[src/hw/rtl/sllt_pkg.sv]
// ---------------------------------------------------------------------------
// sllt_pkg
// Shared types and constants of the sorted linked list table.
// ---------------------------------------------------------------------------
`default_nettype none

package sllt_pkg;

	localparam int SLOTS_DEF = 16;
	localparam int VALUE_W   = 32;
	localparam int SLOT_W    = 4;
	localparam int ACTION_W  = 2;
	localparam int STATUS_W  = 3;

	typedef enum logic [ACTION_W-1:0] {
		ACT_INSERT = 2'd0,
		ACT_DELETE = 2'd1,
		ACT_WALK   = 2'd2
	} action_t;

	typedef enum logic [STATUS_W-1:0] {
		ST_INSERTED  = 3'd0,
		ST_DELETED   = 3'd1,
		ST_NOT_FOUND = 3'd2,
		ST_FULL      = 3'd3,
		ST_ENTRY     = 3'd4,
		ST_EMPTY     = 3'd5
	} status_t;

endpackage

`default_nettype wire

[src/hw/rtl/sorted_linked_list_table_top.sv]
// ---------------------------------------------------------------------------
// sorted_linked_list_table_top
// Sorted singly linked list of signed values held in a value RAM and a link
// RAM; slot 0 is the head, its link kept in a register.
// ---------------------------------------------------------------------------
// Use:
//   Command channel: an item (action, value) is taken at a clock edge with
//   start high and busy low. busy stays high while the item walks the list.
//   Result channel: done marks each result for one cycle; the receiver must
//   take it then, it cannot stall the block.
//   Steps: the item is taken, then each list entry is visited by one
//   registered read of both RAMs at the address the previous link gave.
//   An insert that links behind an existing entry goes on to S_FIX for the
//   second link write. Results are registered. A walk emits one entry per
//   cycle. Full table, empty list and a miss on an empty list answer from
//   S_IDLE without visiting the list.
//   Reset empties the list (head link null, next free slot 1) at once; no
//   clearing pass is needed. Deleted slots are not reused.
// ---------------------------------------------------------------------------
`default_nettype none

module sorted_linked_list_table_top #(
	parameter int SLOTS = sllt_pkg::SLOTS_DEF
) (
	input  wire logic                           clk,
	input  wire logic                           arst_n,
	input  wire logic                           start,
	output logic                                busy,
	input  wire logic [sllt_pkg::ACTION_W-1:0]  action,
	input  wire logic signed [sllt_pkg::VALUE_W-1:0] value,
	output logic                                done,
	output logic      [sllt_pkg::STATUS_W-1:0]  status,
	output logic      [sllt_pkg::SLOT_W-1:0]    slot,
	output logic signed [sllt_pkg::VALUE_W-1:0] entry_value,
	output logic                                last
);

	import sllt_pkg::*;

	localparam int SW    = $clog2(SLOTS);
	localparam int NFS_W = SW + 1;

	typedef logic [SW-1:0] idx_t;

	typedef enum logic [1:0] {
		S_IDLE,
		S_RUN,
		S_FIX
	} state_t;

	state_t                     state_q;
	action_t                    op_q;
	logic signed [VALUE_W-1:0]  val_q;
	idx_t                       cur_q;
	idx_t                       prev_q;
	idx_t                       ns_q;
	idx_t                       head_q;
	logic [NFS_W-1:0]           nfs_q;

	logic                       done_q;
	logic [STATUS_W-1:0]        status_q;
	logic [SLOT_W-1:0]          slot_q;
	logic signed [VALUE_W-1:0]  entry_value_q;
	logic                       last_q;

	logic                       accept;
	logic                       full;
	idx_t                       ns;
	logic [VALUE_W-1:0]         v_rdata;
	logic signed [VALUE_W-1:0]  vr;
	idx_t                       lr;
	idx_t                       raddr;
	logic                       v_we;
	logic                       l_we;
	idx_t                       l_waddr;
	idx_t                       l_wdata;
	logic                       lt;
	logic                       stop_ins;
	idx_t                       new_prev;
	idx_t                       new_cur;

	function automatic logic [SLOT_W-1:0] slot4(idx_t i);
		logic [SW+SLOT_W-1:0] e;
		e = {{SLOT_W{1'b0}}, i};
		return e[SLOT_W-1:0];
	endfunction

	assign busy   = (state_q != S_IDLE);
	assign accept = start && !busy;
	assign full   = (nfs_q >= NFS_W'(SLOTS));
	assign ns     = nfs_q[SW-1:0];
	assign vr     = $signed(v_rdata);
	assign raddr  = (state_q == S_IDLE) ? head_q : lr;

	// insert stops before the first entry not smaller, or after the tail
	assign lt       = (vr < val_q);
	assign stop_ins = !lt || (lr == '0);
	assign new_prev = lt ? cur_q : prev_q;
	assign new_cur  = lt ? idx_t'(0) : cur_q;

	assign v_we = accept && (action == ACT_INSERT) && !full;

	always_comb begin
		l_we    = 1'b0;
		l_waddr = ns_q;
		l_wdata = '0;
		case (state_q)
			S_IDLE: begin
				if (accept && (action == ACT_INSERT) && !full && (head_q == '0)) begin
					l_we    = 1'b1;
					l_waddr = ns;
					l_wdata = '0;
				end
			end
			S_RUN: begin
				if (op_q == ACT_INSERT && stop_ins) begin
					l_we    = 1'b1;
					l_waddr = ns_q;
					l_wdata = new_cur;
				end else if (op_q == ACT_DELETE && vr == val_q && prev_q != '0) begin
					l_we    = 1'b1;
					l_waddr = prev_q;
					l_wdata = lr;
				end
			end
			S_FIX: begin
				l_we    = 1'b1;
				l_waddr = prev_q;
				l_wdata = ns_q;
			end
			default: begin
				l_we = 1'b0;
			end
		endcase
	end

	sllt_ram #(
		.WIDTH (VALUE_W),
		.DEPTH (SLOTS)
	) u_values (
		.clk   (clk),
		.we    (v_we),
		.waddr (ns),
		.wdata (value),
		.raddr (raddr),
		.rdata (v_rdata)
	);

	sllt_ram #(
		.WIDTH (SW),
		.DEPTH (SLOTS)
	) u_links (
		.clk   (clk),
		.we    (l_we),
		.waddr (l_waddr),
		.wdata (l_wdata),
		.raddr (raddr),
		.rdata (lr)
	);

	always_ff @(posedge clk or negedge arst_n) begin
		if (!arst_n) begin
			state_q <= S_IDLE;
			head_q  <= '0;
			nfs_q   <= NFS_W'(1);
			done_q  <= 1'b0;
		end else begin
			done_q <= 1'b0;
			case (state_q)
				S_IDLE: begin
					if (accept) begin
						op_q   <= action_t'(action);
						val_q  <= value;
						cur_q  <= head_q;
						prev_q <= '0;
						case (action)
							ACT_INSERT: begin
								if (full) begin
									done_q        <= 1'b1;
									status_q      <= ST_FULL;
									slot_q        <= '0;
									entry_value_q <= '0;
									last_q        <= 1'b1;
								end else begin
									nfs_q <= nfs_q + NFS_W'(1);
									ns_q  <= ns;
									if (head_q == '0) begin
										head_q        <= ns;
										done_q        <= 1'b1;
										status_q      <= ST_INSERTED;
										slot_q        <= slot4(ns);
										entry_value_q <= value;
										last_q        <= 1'b1;
									end else begin
										state_q <= S_RUN;
									end
								end
							end
							ACT_DELETE: begin
								if (head_q == '0) begin
									done_q        <= 1'b1;
									status_q      <= ST_NOT_FOUND;
									slot_q        <= '0;
									entry_value_q <= '0;
									last_q        <= 1'b1;
								end else begin
									state_q <= S_RUN;
								end
							end
							ACT_WALK: begin
								if (head_q == '0) begin
									done_q        <= 1'b1;
									status_q      <= ST_EMPTY;
									slot_q        <= '0;
									entry_value_q <= '0;
									last_q        <= 1'b1;
								end else begin
									state_q <= S_RUN;
								end
							end
							default: begin
								state_q <= S_IDLE;
							end
						endcase
					end
				end
				S_RUN: begin
					case (op_q)
						ACT_INSERT: begin
							if (stop_ins) begin
								if (new_prev == '0) begin
									head_q        <= ns_q;
									done_q        <= 1'b1;
									status_q      <= ST_INSERTED;
									slot_q        <= slot4(ns_q);
									entry_value_q <= val_q;
									last_q        <= 1'b1;
									state_q       <= S_IDLE;
								end else begin
									prev_q  <= new_prev;
									state_q <= S_FIX;
								end
							end else begin
								prev_q <= cur_q;
								cur_q  <= lr;
							end
						end
						ACT_DELETE: begin
							if (vr == val_q) begin
								if (prev_q == '0) begin
									head_q <= lr;
								end
								done_q        <= 1'b1;
								status_q      <= ST_DELETED;
								slot_q        <= slot4(cur_q);
								entry_value_q <= vr;
								last_q        <= 1'b1;
								state_q       <= S_IDLE;
							end else if (lr == '0) begin
								done_q        <= 1'b1;
								status_q      <= ST_NOT_FOUND;
								slot_q        <= '0;
								entry_value_q <= '0;
								last_q        <= 1'b1;
								state_q       <= S_IDLE;
							end else begin
								prev_q <= cur_q;
								cur_q  <= lr;
							end
						end
						ACT_WALK: begin
							done_q        <= 1'b1;
							status_q      <= ST_ENTRY;
							slot_q        <= slot4(cur_q);
							entry_value_q <= vr;
							last_q        <= (lr == '0);
							cur_q         <= lr;
							if (lr == '0) begin
								state_q <= S_IDLE;
							end
						end
						default: begin
							state_q <= S_IDLE;
						end
					endcase
				end
				S_FIX: begin
					done_q        <= 1'b1;
					status_q      <= ST_INSERTED;
					slot_q        <= slot4(ns_q);
					entry_value_q <= val_q;
					last_q        <= 1'b1;
					state_q       <= S_IDLE;
				end
				default: begin
					state_q <= S_IDLE;
				end
			endcase
		end
	end

	assign done        = done_q;
	assign status      = status_q;
	assign slot        = slot_q;
	assign entry_value = entry_value_q;
	assign last        = last_q;

endmodule

`default_nettype wire

[src/hw/rtl/sllt_ram.sv]
// ---------------------------------------------------------------------------
// sllt_ram
// Generic one-write, one-read RAM with registered read data.
// ---------------------------------------------------------------------------
`default_nettype none

module sllt_ram #(
	parameter int WIDTH = 32,
	parameter int DEPTH = 16
) (
	input  wire logic                     clk,
	input  wire logic                     we,
	input  wire logic [$clog2(DEPTH)-1:0] waddr,
	input  wire logic [WIDTH-1:0]         wdata,
	input  wire logic [$clog2(DEPTH)-1:0] raddr,
	output logic      [WIDTH-1:0]         rdata
);

	logic [WIDTH-1:0] mem [DEPTH];

	always_ff @(posedge clk) begin
		if (we) begin
			mem[waddr] <= wdata;
		end
		rdata <= mem[raddr];
	end

endmodule

`default_nettype wire

[config.mk]
export PLATFORM = sky130hd
export DESIGN_NAME = sorted_linked_list_table_top
export DESIGN_NICKNAME = d
export VERILOG_FILES = /design/src/hw/rtl/sllt_pkg.sv /design/src/hw/rtl/sorted_linked_list_table_top.sv /design/src/hw/rtl/sllt_ram.sv
export SDC_FILE = /design/constraint.sdc
export NUM_CORES = 1
export LEC_CHECK = 0
export BUFFER_PORTS_ARGS = -buffer_cell sky130_fd_sc_hd__buf_2
export CAP_MARGIN = 15
export CORE_MARGIN = 4
export CORE_UTILIZATION = 60
export CTS_BUF_LIST = sky130_fd_sc_hd__clkbuf_16
export DETAILED_ROUTE_END_ITERATION = 16
export GPL_TIMING_DRIVEN = 0
export HOLD_SLACK_MARGIN = 0.08
export PLACE_DENSITY = 0.77
export SETUP_SLACK_MARGIN = 0.5
export SLEW_MARGIN = 10
export SYNTH_ARGS = -nofsm -noshare
export SYNTH_HDL_FRONTEND = slang
export SYNTH_SLANG_ARGS = --single-unit
[constraint.sdc]
create_clock -name clk -period 12.6 [get_ports clk]
set_clock_uncertainty 0.05 [all_clocks]
set_input_delay 2.52 -clock clk [delete_from_list [all_inputs] [get_ports clk]]
set_output_delay 2.52 -clock clk [all_outputs]
set_load 0.05 [all_outputs]
======== After elaboration in Yosys (flattened, before gate mapping) ========
Memories as Yosys holds them, arrays and structs flattened. A register that Yosys moved wholly into a read port is not among the register bits.
Index checks and enable logic that the tools add are counted.
word-level totals
  flip-flop bits (word level) ............. 98
  memory bits (writable) .................. 576
  bits of input ports ..................... 37
  output and inout port bits .............. 42
  word-level logic and storage cells ...... 183
  memories ................................ 2
memories
  name          words  width  rd ports  clocked after memory_dff  write ports  RTL line        source
  u_values.mem  16     32     1         1                         1            sllt_ram.sv:19  logic [WIDTH-1:0] mem [DEPTH];
  u_links.mem   16     4      1         1                         1            sllt_ram.sv:19
cells by class
  $add $sub $neg .......................... 1
  magnitude comparators ................... 2
  eq/ne operators ......................... 29
  mux-type cells .......................... 102
  bitwise logic cells ..................... 1
  reductions and logical operators ........ 33
operators with widths
  operator              number
  $mux W32              8
  $pmux W32 S3          2
  $mux W4               30
  $pmux W32 S2          1
  $pmux W4 S2           7
  $pmux W4 S3           4
  $ne A3 B3 Y1 const B  11
  $eq A32 B32 Y1        1
  $lt A32 B32 Y1        1
  $mux W3               9
  $pmux W3 S3           3
  $mux W1               21
  $reduce_and A10 Y1    2
  $logic_not A4 Y1      4
  $pmux W1 S3           5
  $mux W2               7
  $reduce_and A7 Y1     2
  $ne A4 B4 Y1 const B  3
  $reduce_and A11 Y1    1
  $pmux W2 S2           2
  $reduce_and A8 Y1     1
  $logic_and A1 B1 Y1   7
  $eq A2 B1 Y1 const B  3
  $eq A2 B2 Y1 const B  3
  20 further kinds      30

======== Depth between registers and ports, before layout ========
  word-level depth ........................ 10
  gate-level depth with buffers ........... 13
  gate-level depth less buffers ........... 10

======== Hierarchy ========
A second synthesis with hierarchy kept.
unflattened totals
  cells, all modules ...................... 1488
  area, all modules ....................... 28504.8 sq um
by module, submodules not included
  module                        times used  cells each  area an instance (sq um)  seq. area each (sq um)
  sllt_ram (u_values)           1           838         19835.3                   16015.4
  sorted_linked_list_table_top  1           520         6003.3                    2884.0
  sllt_ram (u_links)            1           130         2666.3                    2001.9

======== Worst setup path before layout ========
No wires, ideal clock.
  path kind ............................... input to register
  start ................................... in action[0] (netlist bit)
  end ..................................... mem u_values.mem[3][0] (enable)
  library setup time ...................... 0.461 ns
  arrival time ............................ 5.661 ns
  data required time ...................... 12.089 ns
  setup slack ............................. 6.428 ns
  stages on the path ...................... 7
  path buffers ............................ 1
  cells stage by stage .................... inv_1 > ha_1 > nor2b_1 > and2_1 > buf_2 > nand2_1 > nor3_1
between the ends
  word-level cells in the longest chain between the ends .. 5
ends and longest elaborated chain
  what                              RTL line                             source
  start: declaration                sorted_linked_list_table_top.sv:29   input wire logic [sllt_pkg::ACTION_W-1:0] action,
  $logic_not A2 Y1                  sorted_linked_list_table_top.sv:101  assign v_we = accept && (action == ACT_INSERT) && !full;
  $logic_and A1 B1 Y1 (2 in a row)  sorted_linked_list_table_top.sv:101
  $mux W1                           sllt_ram.sv:22                       if (we) begin
  $mux W1 (not written as such)     sllt_ram.sv:23                       mem[waddr] <= wdata;
  end: declaration                  sllt_ram.sv:19
No other way between the ends.

======== Worst setup path after layout ========
  start ................................... in action[1] (netlist bit)
  end ..................................... mem u_links.mem[10][2] (netlist bit) (enable)
between the ends
  word-level cells in the longest chain between the ends .. 8
  elaborated cells on any way between the ends .. 10
  classes of those cells .................. 6 x mux; 4 x reduce/logical
ends and longest elaborated chain
  what                                RTL line                             source
  $logic_not A2 Y1 *                  sorted_linked_list_table_top.sv:109  if (accept && (action == ACT_INSERT) && !full && (head_q == '0)) begin
  $logic_and A1 B1 Y1 * (3 in a row)  sorted_linked_list_table_top.sv:109
  $mux W1                             sorted_linked_list_table_top.sv:109
  $pmux W1 S3                         sorted_linked_list_table_top.sv:107  case (state_q)
  $mux W1                             sllt_ram.sv:22
  $mux W1 (not written as such)       sllt_ram.sv:23
  end: declaration                    sllt_ram.sv:19
Mark *: on every way between the ends. The rest lies on a longest branch, timed or not.

==> out/qor.yml <==
synthesis:
  ys_seq_area_share_pct: 72.6
  synthesis.area_um2: 28800
  post_synth_num_cell_types: 72
  synthCells: 1596
  synth_ff_type: "edfxtp_1"
  syn_nets: 1682
  ys_seq_elements: 710
  synth-edff-count: 662
  async_flop_share_pct: 1.69
  syn_area_per_cell_um2: 18.0
  yosysWarnings: 0
route:
  drt_iter0_drc: 2362
  drt-vias-per-instance: 6.69
  wl_met1_mm: 26.5
  drt_first_pass_iters: 5
  totalWireLength_mm: 69.6
  routedWlPerCell_um: 28.4
  routed-wl-met2_mm: 34.0
  post-route-drc-count: 0
  final_antenna_net_count: 0
  dr_wl_met3_mm: 6.76
  vias: 16400
  top_layer: "met4"
timing:
  final_hold_viol_count: 0
  fmax_ghz: 0.181
  setup_tns_ns: 0
  setup_slack_ns: 7.08
  rsz0062_at_grt: "false"
  setup_viol: 0
  finalCriticalPeriod_ns: 5.52
  drv_slew: 0
  period_share_pct: 43.8
  max_slew.worst_pin.slew_ns: 1.13
  relSlewSlack_pct: 24.4
floorplan:
  io_pins: 79
  die_area_um2: 51600
  coreArea_um2: 47600
  rows: 80
  die_h_um: 227
  start_util_pct: 60.5
  die_x_um: 227
placement:
  routabilityCongestion: 0.906
  post-place-ws_ns: 6.49
  portBuffers: 78
  post-dp-hpwl_mm: 46.0
layout:
  fillers: 2983
  drive_gt1_share_pct: 22.9
  finalNetCount: 1866
  multiInputGateArea_um2: 7490
  regArea_um2: 20900
  antenna_cells: 0
  syn_to_final_growth_pct: 14.5
clock_network:
  cts_made_buffers: 73
  clock_latency_ns: 0.62
  hold_buffers: 0
  clkTransAtPathRegs_ns: 0.06
  htree_levels: 3
  cts_resized: 0
  cts_sinks: 710
  cts.path.max_buffers: 3
  post_cts_buffers: 0
  cts_tree: "built"
  root_buffer: "clkbuf_16"
setup_path:
  critical_path_peak_fanout: 10
  cp.required_ns: 12.77
  worstSetupStartpointType: "primary input"
  worstSetupPathType: "primary input to register"
  cp_data_arrival_time_ns: 5.69
  end_kind: "register"
pwr:
  comb_power_share_pct: 37.7
  power_density_nw_per_um2: 246
  intPower_mw: 5.27
  p_leak_nw: 11.0
  switchingPower_mw: 2.86
  irDropWorstVdd_mv: 0.130
  seqPwrFrac_pct: 36.0
  power_switching_share_pct: 35.2
  share_clk_of_total_power_pct: 26.3
grt:
  grt-ovfl-total: 0
  grtUsageTotal_pct: 27.4
  antenna_found_initial: 0
  grt_first_pass_wirelength_mm: 104
  grt_pass1_vias: 16700
  grt_max_degree: 22
hold_path:
  holdCritPathClass: "register to register"
outcome:
  status: "completed"
run:
  max-cap-violations: 0
[cells in the final DEF (no fill, tap or decap), types with 11 or more instances in the layout]
master / count
a21oi_1: 36
dfxtp_1: 36
clkbuf_16: 77
buf_16: 11
buf_2: 95
ha_1: 49
nor4_1: 14
nand4_1: 11
nand2_1: 98
a211oi_1: 38
edfxtp_1: 662
dfrtp_1: 11
clkbuf_1: 59
a22oi_1: 68
clkinv_1: 13
a31oi_1: 39
mux4_2: 144
nor2_1: 19
o21ai_0: 57
nor2_4: 12
and2_1: 42
buf_4: 13
inv_1: 69
[worst max-delay path, cell delays in order]
cell and delay, ns:
buf_2 0.13, inv_1 0.08, ha_1 0.22, nor2b_1 0.30, and2_1 0.16, buf_2 0.26, nand2b_4 0.11, mux2_2 0.29
a221oi_2 0.37, a21oi_2 0.10, a2bb2oi_2 0.17, buf_4 0.20, nor4_1 0.77
[cells by family after synthesis]
group	share of synthesized area [%]
adders and majority gates	2.13
and+or+nand+nor	4.30
muxes	12.2
buffers and inverters	1.90
xor gates and xnor gates	0.0912
AOI/OAI and AO/OA	6.88
DFF	72.6
[registers in the layout (all words and copies together) (netlist names), 5 cells and up]
name            cells
entry_value        32
u_links.mem        64
nfs_q               5
u_values.rdata     32
val_q              32
u_values.mem      512
[path summary, 6_finish.rpt]
path / startpoint / endpoint / slack, ns / cells past startpoint
worst max-delay path: action[1] / u_links.mem[10][2] / 7.08 / 13
worst min-delay path: nfs_q[3] / ns_q[3] / 0.43 / 0
worst max register to register: val_q[14] / u_links.mem[10][2] / 8.14 / 11
worst min register to register: nfs_q[3] / ns_q[3] / 0.43 / 0
max in group asynchronous: arst_n / nfs_q[0] / 10.42 / 1
min in group asynchronous: arst_n / done / 1.77 / 1
[per-layer routing]
layer,GRT usage (%),vias to the layer above
met3,6.09,163
li1,-,6869
met5,0,-
met1,38.1,8339
met2,43.6,1016
met4,10.4,0
[Yosys cell counts (4+ instances only)]
cell type / n / share of area (%)
edfxtp_1: 662 / 69
mux4_2: 144 / 11
nand2_1: 98 / 1.3
a22oi_1: 68 / 1.8
clkbuf_1: 59 / 0.77
o21ai_0: 57 / 0.99
ha_1: 49 / 2.1
inv_1: 48 / 0.63
and2_1: 42 / 0.91
a31oi_1: 39 / 0.85
a211oi_1: 38 / 0.99
a21oi_1: 36 / 0.63
dfxtp_1: 36 / 2.5
nor2_1: 31 / 0.40
buf_2: 17 / 0.30
nor4_1: 14 / 0.30
mux2i_1: 13 / 0.45
dfrtp_1: 11 / 0.96
nand4_1: 11 / 0.24
nor3_1: 9 / 0.16
buf_1: 8 / 0.10
a22o_1: 6 / 0.18
mux2_2: 6 / 0.23
nand2b_1: 5 / 0.11
nor2b_1: 5 / 0.11
a2bb2oi_2: 4 / 0.21
mux2_1: 4 / 0.16
nand3_1: 4 / 0.069
nor4b_1: 4 / 0.12
o21a_1: 4 / 0.10
o21ai_1: 4 / 0.069
[final cells by class]
| class | instances | area share (%) |
|---|---|---|
| Buffer | 87 | 1.10 |
| Clock buffer | 77 | 5.84 |
| Clock inverter | 54 | 1.33 |
| Inverter | 49 | 0.558 |
| Multi-Input combinational cell | 750 | 22.7 |
| Sequential cell | 710 | 63.4 |
| Tap cell | 615 | 2.33 |
| Timing Repair Buffer | 109 | 2.74 |
[power by group through the flow]
stage	Clock [mW]	Sequential (mW)	Combinational (mW)
global placement	0	2.96	2.91
floorplan	0	3.07	1.95
finish	2.14	2.93	3.06
CTS	2.16	2.92	3.05
global route	2.26	2.94	3.26
detailed placement	0	2.97	3.02
[through the flow]
step / hold WS, ns / area (um2) / power (mW) / util [%] / std cells
6_report: 0.433 / 33000 / 8.12 / 69.2 / 2451
5_1_grt: 0.453 / 33000 / 8.47 / 69.2 / 2451
4_1_cts: 0.430 / 33000 / 8.13 / 69.2 / 2451
3_5_place_dp: 0.425 / 30600 / 5.99 / 64.2 / 2320
3_3_place_gp: 0.413 / 30000 / 5.87 / 62.9 / 2289
2_1_floorplan: 0.391 / 28800 / 5.02 / - / 1596
(Power assumes the default switching activity.)
